### src/sv/nlla_pkg.sv
// Package for the newline line assembler: sizes, character codes and the
// transaction types passed between the front end, command queue and back end.
// No dependencies.
`timescale 1ns / 1ps
`default_nettype none

package nlla_pkg;

    localparam int LINE_DEPTH = 64;
    localparam int IDX_W      = (LINE_DEPTH > 1) ? $clog2(LINE_DEPTH) : 1;
    localparam int CNT_W      = $clog2(LINE_DEPTH + 1);
    localparam int RAM_AW     = IDX_W + 1;
    localparam int RAM_DEPTH  = 2 * (2 ** IDX_W);
    localparam int CQ_DEPTH   = 2;
    localparam int OB_DEPTH   = 2;

    localparam int BYTE_W = 8;
    localparam int CFG_W  = 7;
    localparam int LEN_W  = 7;
    localparam int CTR_W  = 32;

    localparam logic [BYTE_W-1:0] CHAR_CR   = 8'd13;
    localparam logic [BYTE_W-1:0] CHAR_LF   = 8'd10;
    localparam logic [CFG_W-1:0]  MAX_RESET = 7'd64;

    // one completed line waiting to be read out of its bank
    typedef struct packed {
        logic             bank;
        logic [CNT_W-1:0] len;
        logic [CTR_W-1:0] frames;
        logic [CTR_W-1:0] ovf;
        logic [CTR_W-1:0] bytes;
    } t_cmd;

    // bank handed back to the front end
    typedef struct packed {
        logic valid;
        logic bank;
    } t_rel;

    typedef struct packed {
        logic              en;
        logic [RAM_AW-1:0] addr;
        logic [BYTE_W-1:0] data;
    } t_wr;

endpackage

`default_nettype wire

### src/sv/nlla_ram.sv
// Generic single-write, single-read RAM with registered read data.
// No dependencies.
`timescale 1ns / 1ps
`default_nettype none

module nlla_ram #(
    parameter int WIDTH = 8,
    parameter int DEPTH = 128
) (
    input  wire logic                     i_clk,
    input  wire logic                     i_we,
    input  wire logic [$clog2(DEPTH)-1:0] i_waddr,
    input  wire logic [WIDTH-1:0]         i_wdata,
    input  wire logic                     i_re,
    input  wire logic [$clog2(DEPTH)-1:0] i_raddr,
    output logic      [WIDTH-1:0]         o_rdata
);

    logic [WIDTH-1:0] r_mem [DEPTH];
    logic [WIDTH-1:0] r_rdata;

    always_ff @(posedge i_clk) begin
        if (i_we) begin
            r_mem[i_waddr] <= i_wdata;
        end
        if (i_re) begin
            r_rdata <= r_mem[i_raddr];
        end
    end

    assign o_rdata = r_rdata;

endmodule

`default_nettype wire

### src/sv/nlla_front.sv
// Front end: takes received bytes, keeps the counters and the line length,
// writes line bytes into the current bank and queues completed lines.
// Depends on nlla_pkg.
`timescale 1ns / 1ps
`default_nettype none

module nlla_front (
    input  wire logic                          i_clk,
    input  wire logic                          i_rst_n,
    input  wire logic                          push,
    output logic                               full,
    input  wire logic [nlla_pkg::BYTE_W-1:0]   i_rx_byte,
    input  wire logic                          i_cfg_valid,
    output logic                               o_cfg_ready,
    input  wire logic [nlla_pkg::CFG_W-1:0]    i_cfg_data,
    output nlla_pkg::t_wr                      o_wr,
    output logic                               o_cmd_push,
    output nlla_pkg::t_cmd                     o_cmd,
    input  wire logic                          i_cq_full,
    input  wire nlla_pkg::t_rel                i_rel
);

    logic [nlla_pkg::CNT_W-1:0] r_line_cnt, n_line_cnt;
    logic                       r_bank, n_bank;
    logic [1:0]                 r_busy, n_busy;
    logic [nlla_pkg::CTR_W-1:0] r_frames, n_frames;
    logic [nlla_pkg::CTR_W-1:0] r_ovf, n_ovf;
    logic [nlla_pkg::CTR_W-1:0] r_bytes, n_bytes;
    logic [nlla_pkg::CFG_W-1:0] r_max, n_max;

    logic                       accept;
    logic [nlla_pkg::CFG_W-1:0] eff_max;

    assign full        = r_busy[r_bank] || i_cq_full;
    assign o_cfg_ready = 1'b1;
    assign accept      = push && !full;

    always_comb begin
        eff_max = r_max;
        if (r_max == '0) begin
            eff_max = nlla_pkg::CFG_W'(1);
        end else if (r_max > nlla_pkg::CFG_W'(nlla_pkg::LINE_DEPTH)) begin
            eff_max = nlla_pkg::CFG_W'(nlla_pkg::LINE_DEPTH);
        end
    end

    always_comb begin
        n_line_cnt = r_line_cnt;
        n_bank     = r_bank;
        n_busy     = r_busy;
        n_frames   = r_frames;
        n_ovf      = r_ovf;
        n_bytes    = r_bytes;
        n_max      = r_max;
        o_wr.en    = 1'b0;
        o_wr.addr  = {r_bank, r_line_cnt[nlla_pkg::IDX_W-1:0]};
        o_wr.data  = i_rx_byte;
        o_cmd_push = 1'b0;
        o_cmd.bank   = r_bank;
        o_cmd.len    = r_line_cnt;
        o_cmd.frames = r_frames + 1'b1;
        o_cmd.ovf    = r_ovf;
        o_cmd.bytes  = r_bytes + 1'b1;

        if (accept) begin
            n_bytes = r_bytes + 1'b1;
            if (i_rx_byte == nlla_pkg::CHAR_LF) begin
                if (r_line_cnt != '0) begin
                    n_frames       = r_frames + 1'b1;
                    o_cmd_push     = 1'b1;
                    n_line_cnt     = '0;
                    n_bank         = ~r_bank;
                    n_busy[r_bank] = 1'b1;
                end
            end else if (i_rx_byte != nlla_pkg::CHAR_CR) begin
                if (nlla_pkg::CFG_W'(r_line_cnt) >= eff_max) begin
                    n_ovf      = r_ovf + 1'b1;
                    n_line_cnt = '0;
                end else begin
                    o_wr.en    = 1'b1;
                    n_line_cnt = r_line_cnt + 1'b1;
                end
            end
        end

        if (i_rel.valid) begin
            n_busy[i_rel.bank] = 1'b0;
        end

        if (i_cfg_valid) begin
            n_max = i_cfg_data;
        end
    end

    always_ff @(posedge i_clk) begin
        if (!i_rst_n) begin
            r_line_cnt <= '0;
            r_bank     <= 1'b0;
            r_busy     <= '0;
            r_frames   <= '0;
            r_ovf      <= '0;
            r_bytes    <= '0;
            r_max      <= nlla_pkg::MAX_RESET;
        end else begin
            r_line_cnt <= n_line_cnt;
            r_bank     <= n_bank;
            r_busy     <= n_busy;
            r_frames   <= n_frames;
            r_ovf      <= n_ovf;
            r_bytes    <= n_bytes;
            r_max      <= n_max;
        end
    end

    a_rel_of_busy_bank: assert property (@(posedge i_clk) disable iff (!i_rst_n)
        i_rel.valid |-> r_busy[i_rel.bank])
        else $error("bank released that was not in use");

    a_cmd_has_room: assert property (@(posedge i_clk) disable iff (!i_rst_n)
        o_cmd_push |-> !i_cq_full)
        else $error("line queued into a full command queue");

    a_line_bound: assert property (@(posedge i_clk) disable iff (!i_rst_n)
        nlla_pkg::CFG_W'(r_line_cnt) <= nlla_pkg::CFG_W'(nlla_pkg::LINE_DEPTH))
        else $error("line length beyond bank depth");

endmodule

`default_nettype wire

### src/sv/nlla_cmdq.sv
// Two-entry queue of completed-line transactions between front and back end.
// Depends on nlla_pkg.
`timescale 1ns / 1ps
`default_nettype none

module nlla_cmdq (
    input  wire logic           i_clk,
    input  wire logic           i_rst_n,
    input  wire logic           i_push,
    input  wire nlla_pkg::t_cmd i_cmd,
    output logic                o_full,
    input  wire logic           i_pop,
    output nlla_pkg::t_cmd      o_head,
    output logic                o_empty
);

    nlla_pkg::t_cmd r_q [nlla_pkg::CQ_DEPTH];
    logic           r_wr, r_rd;
    logic [1:0]     r_cnt;
    logic           do_push, do_pop;

    assign o_full  = (r_cnt == 2'(nlla_pkg::CQ_DEPTH));
    assign o_empty = (r_cnt == '0);
    assign o_head  = r_q[r_rd];
    assign do_push = i_push && !o_full;
    assign do_pop  = i_pop && !o_empty;

    always_ff @(posedge i_clk) begin
        if (!i_rst_n) begin
            r_wr  <= 1'b0;
            r_rd  <= 1'b0;
            r_cnt <= '0;
        end else begin
            if (do_push) begin
                r_q[r_wr] <= i_cmd;
                r_wr      <= ~r_wr;
            end
            if (do_pop) begin
                r_rd <= ~r_rd;
            end
            case ({do_push, do_pop})
                2'b10:   r_cnt <= r_cnt + 1'b1;
                2'b01:   r_cnt <= r_cnt - 1'b1;
                default: r_cnt <= r_cnt;
            endcase
        end
    end

endmodule

`default_nettype wire

### src/sv/nlla_back.sv
// Back end: reads a queued line out of its bank one byte at a time and
// presents the results through a two-entry output buffer.
// Depends on nlla_pkg.
`timescale 1ns / 1ps
`default_nettype none

module nlla_back (
    input  wire logic                         i_clk,
    input  wire logic                         i_rst_n,
    input  wire logic                         i_cq_empty,
    input  wire nlla_pkg::t_cmd               i_cq_head,
    output logic                              o_cq_pop,
    output logic                              o_rd_en,
    output logic      [nlla_pkg::RAM_AW-1:0]  o_rd_addr,
    input  wire logic [nlla_pkg::BYTE_W-1:0]  i_rd_data,
    output nlla_pkg::t_rel                    o_rel,
    input  wire logic                         pop,
    output logic                              empty,
    output logic      [nlla_pkg::BYTE_W-1:0]  o_line_byte,
    output logic                              o_last_of_line,
    output logic      [nlla_pkg::LEN_W-1:0]   o_line_length,
    output logic      [nlla_pkg::CTR_W-1:0]   o_frames_received,
    output logic      [nlla_pkg::CTR_W-1:0]   o_overflow_errors,
    output logic      [nlla_pkg::CTR_W-1:0]   o_bytes_received
);

    typedef enum logic {
        S_IDLE,
        S_BURST
    } t_state;

    typedef struct packed {
        logic [nlla_pkg::BYTE_W-1:0] data;
        logic                        last;
        logic [nlla_pkg::LEN_W-1:0]  len;
        logic [nlla_pkg::CTR_W-1:0]  frames;
        logic [nlla_pkg::CTR_W-1:0]  ovf;
        logic [nlla_pkg::CTR_W-1:0]  bytes;
    } t_res;

    t_state                     r_state;
    nlla_pkg::t_cmd             r_cmd;
    logic [nlla_pkg::CNT_W-1:0] r_idx;
    logic                       r_inflight, r_inflight_last;
    t_res                       r_ob [nlla_pkg::OB_DEPTH];
    logic                       r_ob_wr, r_ob_rd;
    logic [1:0]                 r_ob_cnt;

    logic room, issue, last_issue, ob_pop;

    // keep a buffer slot for the read already in flight
    assign room       = ({1'b0, r_ob_cnt} + 3'(r_inflight)) < 3'(nlla_pkg::OB_DEPTH);
    assign issue      = (r_state == S_BURST) && room;
    assign last_issue = issue && (nlla_pkg::CNT_W'(r_idx + 1'b1) == r_cmd.len);
    assign o_cq_pop   = (r_state == S_IDLE) && !i_cq_empty;
    assign ob_pop     = pop && !empty;

    assign o_rd_en     = issue;
    assign o_rd_addr   = {r_cmd.bank, r_idx[nlla_pkg::IDX_W-1:0]};
    assign o_rel.valid = last_issue;
    assign o_rel.bank  = r_cmd.bank;

    assign empty             = (r_ob_cnt == '0);
    assign o_line_byte       = r_ob[r_ob_rd].data;
    assign o_last_of_line    = r_ob[r_ob_rd].last;
    assign o_line_length     = r_ob[r_ob_rd].len;
    assign o_frames_received = r_ob[r_ob_rd].frames;
    assign o_overflow_errors = r_ob[r_ob_rd].ovf;
    assign o_bytes_received  = r_ob[r_ob_rd].bytes;

    always_ff @(posedge i_clk) begin
        if (!i_rst_n) begin
            r_state         <= S_IDLE;
            r_inflight      <= 1'b0;
            r_inflight_last <= 1'b0;
            r_ob_wr         <= 1'b0;
            r_ob_rd         <= 1'b0;
            r_ob_cnt        <= '0;
        end else begin
            case (r_state)
                S_IDLE: begin
                    if (o_cq_pop) begin
                        r_cmd   <= i_cq_head;
                        r_idx   <= '0;
                        r_state <= S_BURST;
                    end
                end
                S_BURST: begin
                    if (issue) begin
                        r_idx <= r_idx + 1'b1;
                        if (last_issue) begin
                            r_state <= S_IDLE;
                        end
                    end
                end
                default: r_state <= S_IDLE;
            endcase

            r_inflight      <= issue;
            r_inflight_last <= last_issue;

            if (r_inflight) begin
                r_ob[r_ob_wr] <= '{data:   i_rd_data,
                                   last:   r_inflight_last,
                                   len:    nlla_pkg::LEN_W'(r_cmd.len),
                                   frames: r_cmd.frames,
                                   ovf:    r_cmd.ovf,
                                   bytes:  r_cmd.bytes};
                r_ob_wr <= ~r_ob_wr;
            end
            if (ob_pop) begin
                r_ob_rd <= ~r_ob_rd;
            end
            case ({r_inflight, ob_pop})
                2'b10:   r_ob_cnt <= r_ob_cnt + 1'b1;
                2'b01:   r_ob_cnt <= r_ob_cnt - 1'b1;
                default: r_ob_cnt <= r_ob_cnt;
            endcase
        end
    end

    a_slot_reserved: assert property (@(posedge i_clk) disable iff (!i_rst_n)
        r_inflight |-> (r_ob_cnt < 2'(nlla_pkg::OB_DEPTH)))
        else $error("read data returned with no buffer slot");

    a_ob_bound: assert property (@(posedge i_clk) disable iff (!i_rst_n)
        r_ob_cnt <= 2'(nlla_pkg::OB_DEPTH))
        else $error("output buffer count out of range");

    a_read_in_line: assert property (@(posedge i_clk) disable iff (!i_rst_n)
        issue |-> (r_idx < r_cmd.len))
        else $error("line read past its length");

endmodule

`default_nettype wire

### src/sv/newline_line_assembler_unit.sv
// Newline line assembler top level: front end, command queue, two-bank line RAM, back end.
// Bytes are taken one per cycle unless full, which rises only while both banks await readout.
// A completed line passes the command queue, back-end command register, RAM read register
// and two-entry output buffer; a read issues only while the buffer has a slot free for it.
// Synchronous active-low reset clears counters and line length, maximum returns to 64.
// Depends on nlla_pkg, nlla_front, nlla_cmdq, nlla_ram, nlla_back.
`timescale 1ns / 1ps
`default_nettype none

module newline_line_assembler_unit (
    input  wire logic                         i_clk,
    input  wire logic                         i_rst_n,
    input  wire logic                         push,
    output logic                              full,
    input  wire logic [nlla_pkg::BYTE_W-1:0]  i_rx_byte,
    input  wire logic                         i_cfg_valid,
    output logic                              o_cfg_ready,
    input  wire logic [nlla_pkg::CFG_W-1:0]   i_cfg_data,
    input  wire logic                         pop,
    output logic                              empty,
    output logic      [nlla_pkg::BYTE_W-1:0]  o_line_byte,
    output logic                              o_last_of_line,
    output logic      [nlla_pkg::LEN_W-1:0]   o_line_length,
    output logic      [nlla_pkg::CTR_W-1:0]   o_frames_received,
    output logic      [nlla_pkg::CTR_W-1:0]   o_overflow_errors,
    output logic      [nlla_pkg::CTR_W-1:0]   o_bytes_received
);

    nlla_pkg::t_wr              wr;
    nlla_pkg::t_cmd             cmd_in, cmd_head;
    nlla_pkg::t_rel             rel;
    logic                       cmd_push, cq_full, cq_pop, cq_empty;
    logic                       rd_en;
    logic [nlla_pkg::RAM_AW-1:0] rd_addr;
    logic [nlla_pkg::BYTE_W-1:0] rd_data;

    nlla_front u_front (
        .i_clk       (i_clk),
        .i_rst_n     (i_rst_n),
        .push        (push),
        .full        (full),
        .i_rx_byte   (i_rx_byte),
        .i_cfg_valid (i_cfg_valid),
        .o_cfg_ready (o_cfg_ready),
        .i_cfg_data  (i_cfg_data),
        .o_wr        (wr),
        .o_cmd_push  (cmd_push),
        .o_cmd       (cmd_in),
        .i_cq_full   (cq_full),
        .i_rel       (rel)
    );

    nlla_cmdq u_cmdq (
        .i_clk   (i_clk),
        .i_rst_n (i_rst_n),
        .i_push  (cmd_push),
        .i_cmd   (cmd_in),
        .o_full  (cq_full),
        .i_pop   (cq_pop),
        .o_head  (cmd_head),
        .o_empty (cq_empty)
    );

    nlla_ram #(
        .WIDTH (nlla_pkg::BYTE_W),
        .DEPTH (nlla_pkg::RAM_DEPTH)
    ) u_line_ram (
        .i_clk   (i_clk),
        .i_we    (wr.en),
        .i_waddr (wr.addr),
        .i_wdata (wr.data),
        .i_re    (rd_en),
        .i_raddr (rd_addr),
        .o_rdata (rd_data)
    );

    nlla_back u_back (
        .i_clk             (i_clk),
        .i_rst_n           (i_rst_n),
        .i_cq_empty        (cq_empty),
        .i_cq_head         (cmd_head),
        .o_cq_pop          (cq_pop),
        .o_rd_en           (rd_en),
        .o_rd_addr         (rd_addr),
        .i_rd_data         (rd_data),
        .o_rel             (rel),
        .pop               (pop),
        .empty             (empty),
        .o_line_byte       (o_line_byte),
        .o_last_of_line    (o_last_of_line),
        .o_line_length     (o_line_length),
        .o_frames_received (o_frames_received),
        .o_overflow_errors (o_overflow_errors),
        .o_bytes_received  (o_bytes_received)
    );

endmodule

`default_nettype wire
### config.mk
export PLATFORM = sky130hd
export DESIGN_NAME = newline_line_assembler_unit
export DESIGN_NICKNAME = d
export VERILOG_FILES = /design/src/sv/nlla_pkg.sv /design/src/sv/nlla_ram.sv /design/src/sv/nlla_front.sv /design/src/sv/nlla_cmdq.sv /design/src/sv/nlla_back.sv /design/src/sv/newline_line_assembler_unit.sv
export SDC_FILE = /design/constraint.sdc
export NUM_CORES = 2
export LEC_CHECK = 0
export BUFFER_PORTS_ARGS = -buffer_cell sky130_fd_sc_hd__buf_2
export CORE_ASPECT_RATIO = 0.7
export CORE_MARGIN = 3
export CORE_UTILIZATION = 51
export DETAILED_ROUTE_END_ITERATION = 8
export PLACE_DENSITY_LB_ADDON = 0.12
export SYNTH_ARGS = -nofsm -noshare
export SYNTH_HDL_FRONTEND = slang
export SYNTH_SLANG_ARGS = --single-unit
### constraint.sdc
create_clock -name i_clk -period 13.4 [get_ports i_clk]
set_input_delay 1.34 -clock i_clk [delete_from_list [all_inputs] [get_ports i_clk]]
set_output_delay 1.34 -clock i_clk [all_outputs]
set_load 0.005 [all_outputs]
### After elaboration in Yosys (flattened, before gate mapping)

Memories as Yosys holds them, arrays and structs flattened. A register that Yosys moved wholly into a read port is not among the register bits.
Cells that the tools add are included.
Widths: inputs -> output; s select.

| cells by class | value |
|---|---|
| add/sub/neg operators | 10 |
| $lt $le $gt $ge | 7 |
| equal/unequal tests | 11 |
| multiplexer cells | 42 |
| bitwise gates (word level) | 10 |
| reductions and logical operators | 26 |

Operator list:

| cell | number |
|---|---|
| $add 32x1->32 const B | 3 |
| $mux 7 | 8 |
| $mux 1 | 24 |
| $add 7x1->7 const B | 2 |
| $pmux 7 s2 | 1 |
| $reduce_and 3->1 | 4 |
| $logic_and 1x1->1 | 9 |
| $eq 8x4->1 const B | 1 |
| $mux 2 | 4 |
| $ne 8x4->1 const B | 1 |
| $pmux 2 s2 | 2 |
| $eq 7x7->1 | 1 |
| $ge 7x7->1 | 1 |
| $gt 7x7->1 const B | 1 |
| $logic_not 7->1 | 1 |
| $not 1->1 | 7 |
| $reduce_bool 7->1 | 1 |
| $eq 2x2->1 const B | 3 |
| $ne 2x2->1 const B | 3 |
| $reduce_bool 2->1 | 3 |
| $add 2x1->2 const B | 2 |
| $eq 2x1->1 const B | 2 |
| $logic_not 1->1 | 4 |
| $logic_not 2->1 | 2 |
| 12 further kinds | 16 |

| word-level totals | value |
|---|---|
| register bits after elaboration | 131 |
| memory bits (writable) | 1456 |
| input port bits | 20 |
| output and inout port bits | 115 |
| word-level logic and storage cells | 126 |
| memories kept | 3 |

Memory list:

| memory | words | bits a word | read ports | clocked after Yosys merged registers in | write ports | RTL line | source |
|---|---|---|---|---|---|---|---|
| u_line_ram.r_mem | 128 | 8 | 1 | 1 | 1 | nlla_ram.sv:19 | `logic [WIDTH-1:0] r_mem [DEPTH];` |
| u_back.r_ob | 2 | 112 | 1 | 1 | 1 | nlla_back.sv:45 | `t_res r_ob [nlla_pkg::OB_DEPTH];` |
| u_cmdq.r_q | 2 | 104 | 1 | 1 | 1 | nlla_cmdq.sv:17 | `nlla_pkg::t_cmd r_q [nlla_pkg::CQ_DEPTH];` |

### Longest topological paths before layout

| depth | value |
|---|---|
| word-level depth | 10 |
| gate-level depth with buffers | 12 |
| depth with buffers taken out | 10 |

### Modules after synthesis

From an unflattened synthesis, not the netlist that was laid out.

| second synthesis, totals | value |
|---|---|
| cell total of the unflattened synthesis | 3359 |
| area total of the unflattened synthesis | 66203.5 sq um |

Modules (own cells, without submodules):

| module | times used | cells each | area an instance (sq um) | seq. area each (sq um) |
|---|---|---|---|---|
| nlla_ram | 1 | 1635 | 39745.6 | 30989.7 |
| nlla_back | 1 | 540 | 12017.8 | 10219.8 |
| nlla_cmdq | 1 | 350 | 7758.7 | 6346.1 |
| nlla_front | 1 | 834 | 6681.4 | 2262.2 |

### Least setup slack after synthesis

OpenSTA, ideal clock, no wires.

| path | value |
|---|---|
| path type | input to register |
| start point | input port i_rst_n |
| end point | memory u_back.r_ob[0][0] (netlist name) (enable) |
| library setup time | 0.721 ns |
| arrival time | 9.218 ns |
| data required time | 12.679 ns |
| path slack | 3.461 ns |
| cell stages on the path | 3 |
| path buffers | 1 |
| cell sequence | clkinv_1 > clkbuf_1 > nor3_1 |

| on the way | value |
|---|---|
| word-level cells in the longest chain between the ends | 2 |

Ends and longest elaborated chain:

| element | RTL line | source |
|---|---|---|
| start: declaration | newline_line_assembler_unit.sv:12 | `input wire logic i_rst_n,` |
| $mux 1 | nlla_back.sv:72 | `if (!i_rst_n) begin` |
| $mux 1 (not written as such) | nlla_back.sv:103 | `r_ob[r_ob_wr] <= '{data: i_rd_data,` |
| end: declaration | nlla_back.sv:45 |  |

No other way between the ends.

### Worst setup path after layout

| path | value |
|---|---|
| start point | input port i_rx_byte[2] (netlist name) |
| end point | memory u_line_ram.r_mem[98][4] (enable) |

| on the way | value |
|---|---|
| word-level cells in the longest chain between the ends | 6 |
| elaborated cells on any way between the ends | 7 |
| classes of those cells | 2 x eq/ne; 5 x mux |

Ends and longest elaborated chain:

| element | RTL line | source |
|---|---|---|
| start: declaration | newline_line_assembler_unit.sv:15 | `input wire logic [nlla_pkg::BYTE_W-1:0] i_rx_byte,` |
| $ne 8x4->1 | nlla_front.sv:75 | `end else if (i_rx_byte != nlla_pkg::CHAR_CR) begin` |
| $mux 1 | nlla_front.sv:75 |  |
| $mux 1 (*) | nlla_front.sv:67 | `if (i_rx_byte == nlla_pkg::CHAR_LF) begin` |
| $mux 1 (*) | nlla_front.sv:65 | `if (accept) begin` |
| $mux 1 (*) | nlla_ram.sv:23 | `if (i_we) begin` |
| $mux 1 (not written as such) (*) | nlla_ram.sv:24 | `r_mem[i_waddr] <= i_wdata;` |
| end: declaration | nlla_ram.sv:19 |  |

Every way passes the cells marked *; elsewhere a longest branch is shown, timed or not.

==> flow_summary.yaml <==
status:
  outcome: "completed"
critical_path:
  arrival_ns: 5.87
  crit_path_end_kind: "flip-flop"
  worstPathMaxFanout: 38
  r2r_start: "u_front.r_bank"
  crit_slowest_cell: "nand3_2"
  critPathLaunchType: "primary input"
  timing.rr.end: "u_line_ram.r_mem[98][4]"
  worst_r2r_path_depth: 8
  required_ns: 13.82
  path_cells: "buf_4, buf_4, nor3b_1, a21oi_1, o21ai_1, buf_4, nor4_1, nand3_2, nor2_1"
  critPathKind: "in2reg"
  r2r_slack_ns: 8.05
  slowest_delay_ns: 1.01
  path_common_cell: "buf_4"
timing:
  max_freq_mhz: 183
  fin_tns_setup_ns: 0
  layout_setup_ws_ns: 7.94
  rsz0062_at_grt: "false"
  setup_viol: 0
  fin_skew_ns: 0.0313
  min_period_ns: 5.46
  drv_slew: 0
  worstMarginPinSlew_ns: 1.25
  fin_crit_sh: 0.407
  slew_headroom: 0.165
  hold_viol_final: 0
global_route:
  antenna_found_initial: 4
  grt-ovfl-total: 0
  grt_pass1_wl_um: 224000
  grt_max_degree: 188
  grt_usage: 0.231
  first_global_vias: 33200
synth:
  ys.flop_type: "edfxtp_1"
  synth_nets: 3602
  syn_area_per_cell_um2: 18.3
  ys_types: 63
  ys_warn_count: 0
  syn_inst: 3567
  synth_top_area_cell: "edfxtp_1"
  synth_edf_count: 1575
  synth_top_area_share: 0.724
  netlist_area_mm2: 0.0653
  yosysMostFrequentCell: "edfxtp_1"
  synthTopCellsByCount: "edfxtp_1 (1575), nor2_1 (268), mux2_2 (216)"
  synth-seq-area-share: 0.762
  ys_async_sr_fraction: 0
  ys_ff_latch: 1700
  synthTopCellsByArea: "edfxtp_1 (72%), mux4_2 (6.6%), dfxtp_1 (3.8%)"
layout:
  areaGrowthSynthToFinish_pct: 11.5
  seq_area_mm2: 0.0498
  multi_input_area_mm2: 0.0148
  finalNetCount: 3757
  num-fill-cells: 9309
  layout-drive-gt1-share: 0.219
place:
  portBuffers: 133
  gp_congestion: 0.899
  hpwl_um: 94300
  dp_slack_ns: 7.06
clock_network:
  cts_hold_buf: 0
  cts_tree: "built"
  root_buffer: "clkbuf_16"
  cts_buffers: 157
  path_clk_slew_ns: 0.06
  cts_setup_buffers: 0
  cts_sinks: 1700
  htreeDepth: 4
  cts_resized: 0
  cts_buffer_depth: 3
  clk_latency_ns: 0.79
power:
  p_sw_w: 0.00213
  p_leak_nw: 23.5
  irDropWorstVdd_uv: 93.1
  p_clk_frac: 0.419
  power_frac_seq: 0.555
  powerDensity_mw_per_mm2: 144
  combPwrFrac: 0.026
  power_w: 0.0105
  p_int_w: 0.00834
  power_switching_share: 0.203
detailed_routing:
  routed-wl-met3_um: 16500
  drtIter0Drc: 3888
  highest_layer: "met5"
  wl_met2_um: 65800
  drtPass1Iterations: 5
  vias: 33500
  routed_via_density: 6.07
  drc: 0
  routedWlPerCell_um: 27.6
  wl_um: 152000
  antenna_left: 0
  wl_met1_um: 67000
die:
  die_x_um: 434
  die_area_mm2: 0.132
  start_util: 0.516
  die_h_um: 305
  ioPinCount: 135
  core_mm2: 0.127
  rows: 109
worst_hold_path:
  hold_depth: 0
  min_to: "u_back.r_ob[0][4]"
  worstHoldStart: "u_back.r_cmd[4]"
  hold_path.class: "reg2reg"
run:
  maxCapViolations: 0
## flip-flops by register name (all words and copies together) (netlist names), named ones only
register / cells
u_back.r_ob_cnt: 2
u_back.r_cmd: 103
u_front.r_frames: 32
u_front.r_ovf: 32
u_cmdq.r_wr: 1
u_cmdq.r_q: 208
u_back.r_state: 1
u_back.r_idx: 7
u_line_ram.r_mem: 1024
u_cmdq.r_cnt: 2
u_back.r_inflight_last: 1
u_back.o_rd_addr: 1
u_back.r_ob_rd: 1
u_line_ram.o_rdata: 8
u_cmdq.r_rd: 1
u_front.r_busy: 2
u_back.r_inflight: 1
u_front.r_bank: 1
u_back.r_ob: 224
u_front.r_line_cnt: 7
u_front.r_bytes: 32
u_back.r_ob_wr: 1
u_front.r_max: 7
## critical path, delay by kind of cell
kind	cells	cell delay, ns
simple gates	4	2.78
buf+inv	3	1.18
compound gates	2	0.47
## how the worst max path moves through the flow
stage                                    endpoint  cells past startpoint  slack, ns    startpoint
after floorplan                 u_back.r_ob[0][0]                      3       3.46       i_rst_n
after global placement    u_line_ram.r_mem[74][2]                      9       7.24  i_rx_byte[2]
after detailed placement  u_line_ram.r_mem[10][1]                      9       7.06  i_rx_byte[2]
after CTS                 u_line_ram.r_mem[10][2]                      9       7.98  i_rx_byte[2]
after global routing      u_line_ram.r_mem[18][7]                      9       7.68  i_rx_byte[2]
final                     u_line_ram.r_mem[98][4]                      9       7.94  i_rx_byte[2]
## logic make-up (layout without fill, tap and decap cells)
group / Yosys count / in the layout / synth area share
multiplexers: 545 / 545 / 0.124
XOR/XNOR: 148 / 148 / 0.0198
AND/OR/NAND/NOR: 657 / 657 / 0.0470
AO/OA/AOI/OAI: 297 / 297 / 0.0312
buffers and inverters: 204 / 487 / 0.0122
flip-flops: 1700 / 1700 / 0.762
adder cells (fa/ha/maj): 15 / 15 / 0.00287
other: 1 / 3 / 0.0000574
## cell type report
cell class	instances	area share
tap	1665	0.0286
sequential	1700	0.684
antenna	2	0.0000687
inverter	21	0.00113
clock buffer	199	0.0568
timing repair buffer	179	0.0143
clock inverter	88	0.0120
multi-input combinational	1663	0.203
## cell usage in the layout (no fill, tap or decap), drive strengths merged, types with 3 or more instances in the layout
cell      synthesis  layout
edfxtp         1575    1575
nor2            268     268
mux2            216     216
clkbuf          143     199
mux4            192     192
buf              40     179
nand2           152     152
mux2i           137     137
dfxtp           125     125
xnor2            82      82
a211oi           73      73
xor2             66      66
o22ai            64      64
a22oi            64      64
clkinv            1      59
nand3            51      51
nand4            49      49
a21oi            42      42
nor3             32      32
inv              20      29
or4              18      18
o21ai            18      18
o31ai            17      17
or3              17      17
ha               15      15
bufinv            0      14
nand3b           13      13
and2             12      12
and3             12      12
nor2b             9       9
clkinvlp          0       7
nor4              7       7
and4              5       5
a2111oi           5       5
or2               5       5
nand2b            3       3
## routing by layer
layer | up-vias | GRT usage
li1 | 14400 | -
met1 | 17200 | 0.351
met2 | 1642 | 0.323
met3 | 193 | 0.0746
met4 | 2 | 0.0637
met5 | - | 0
## power by group through the flow
stage	clock network, W	logic, W	registers, W
2_1_floorplan	0	0.000138	0.00591
6_report	0.00439	0.000272	0.00581
4_1_cts	0.00446	0.000275	0.00581
5_1_grt	0.00468	0.000292	0.00581
3_5_place_dp	0	0.000275	0.00593
3_3_place_gp	0	0.000271	0.00593
## through the flow
stage	instance area (um^2)	hold WS [ns]	utilization	cells
final	72800	0.433	0.575	5517
after global routing	72800	0.445	0.575	5516
after CTS	72800	0.437	0.575	5515
after detailed placement	67800	0.431	0.535	5228
after global placement	67800	0.423	0.535	5228
after floorplan	65300	0.404	-	3567
Power figures use the tool's default switching activity.
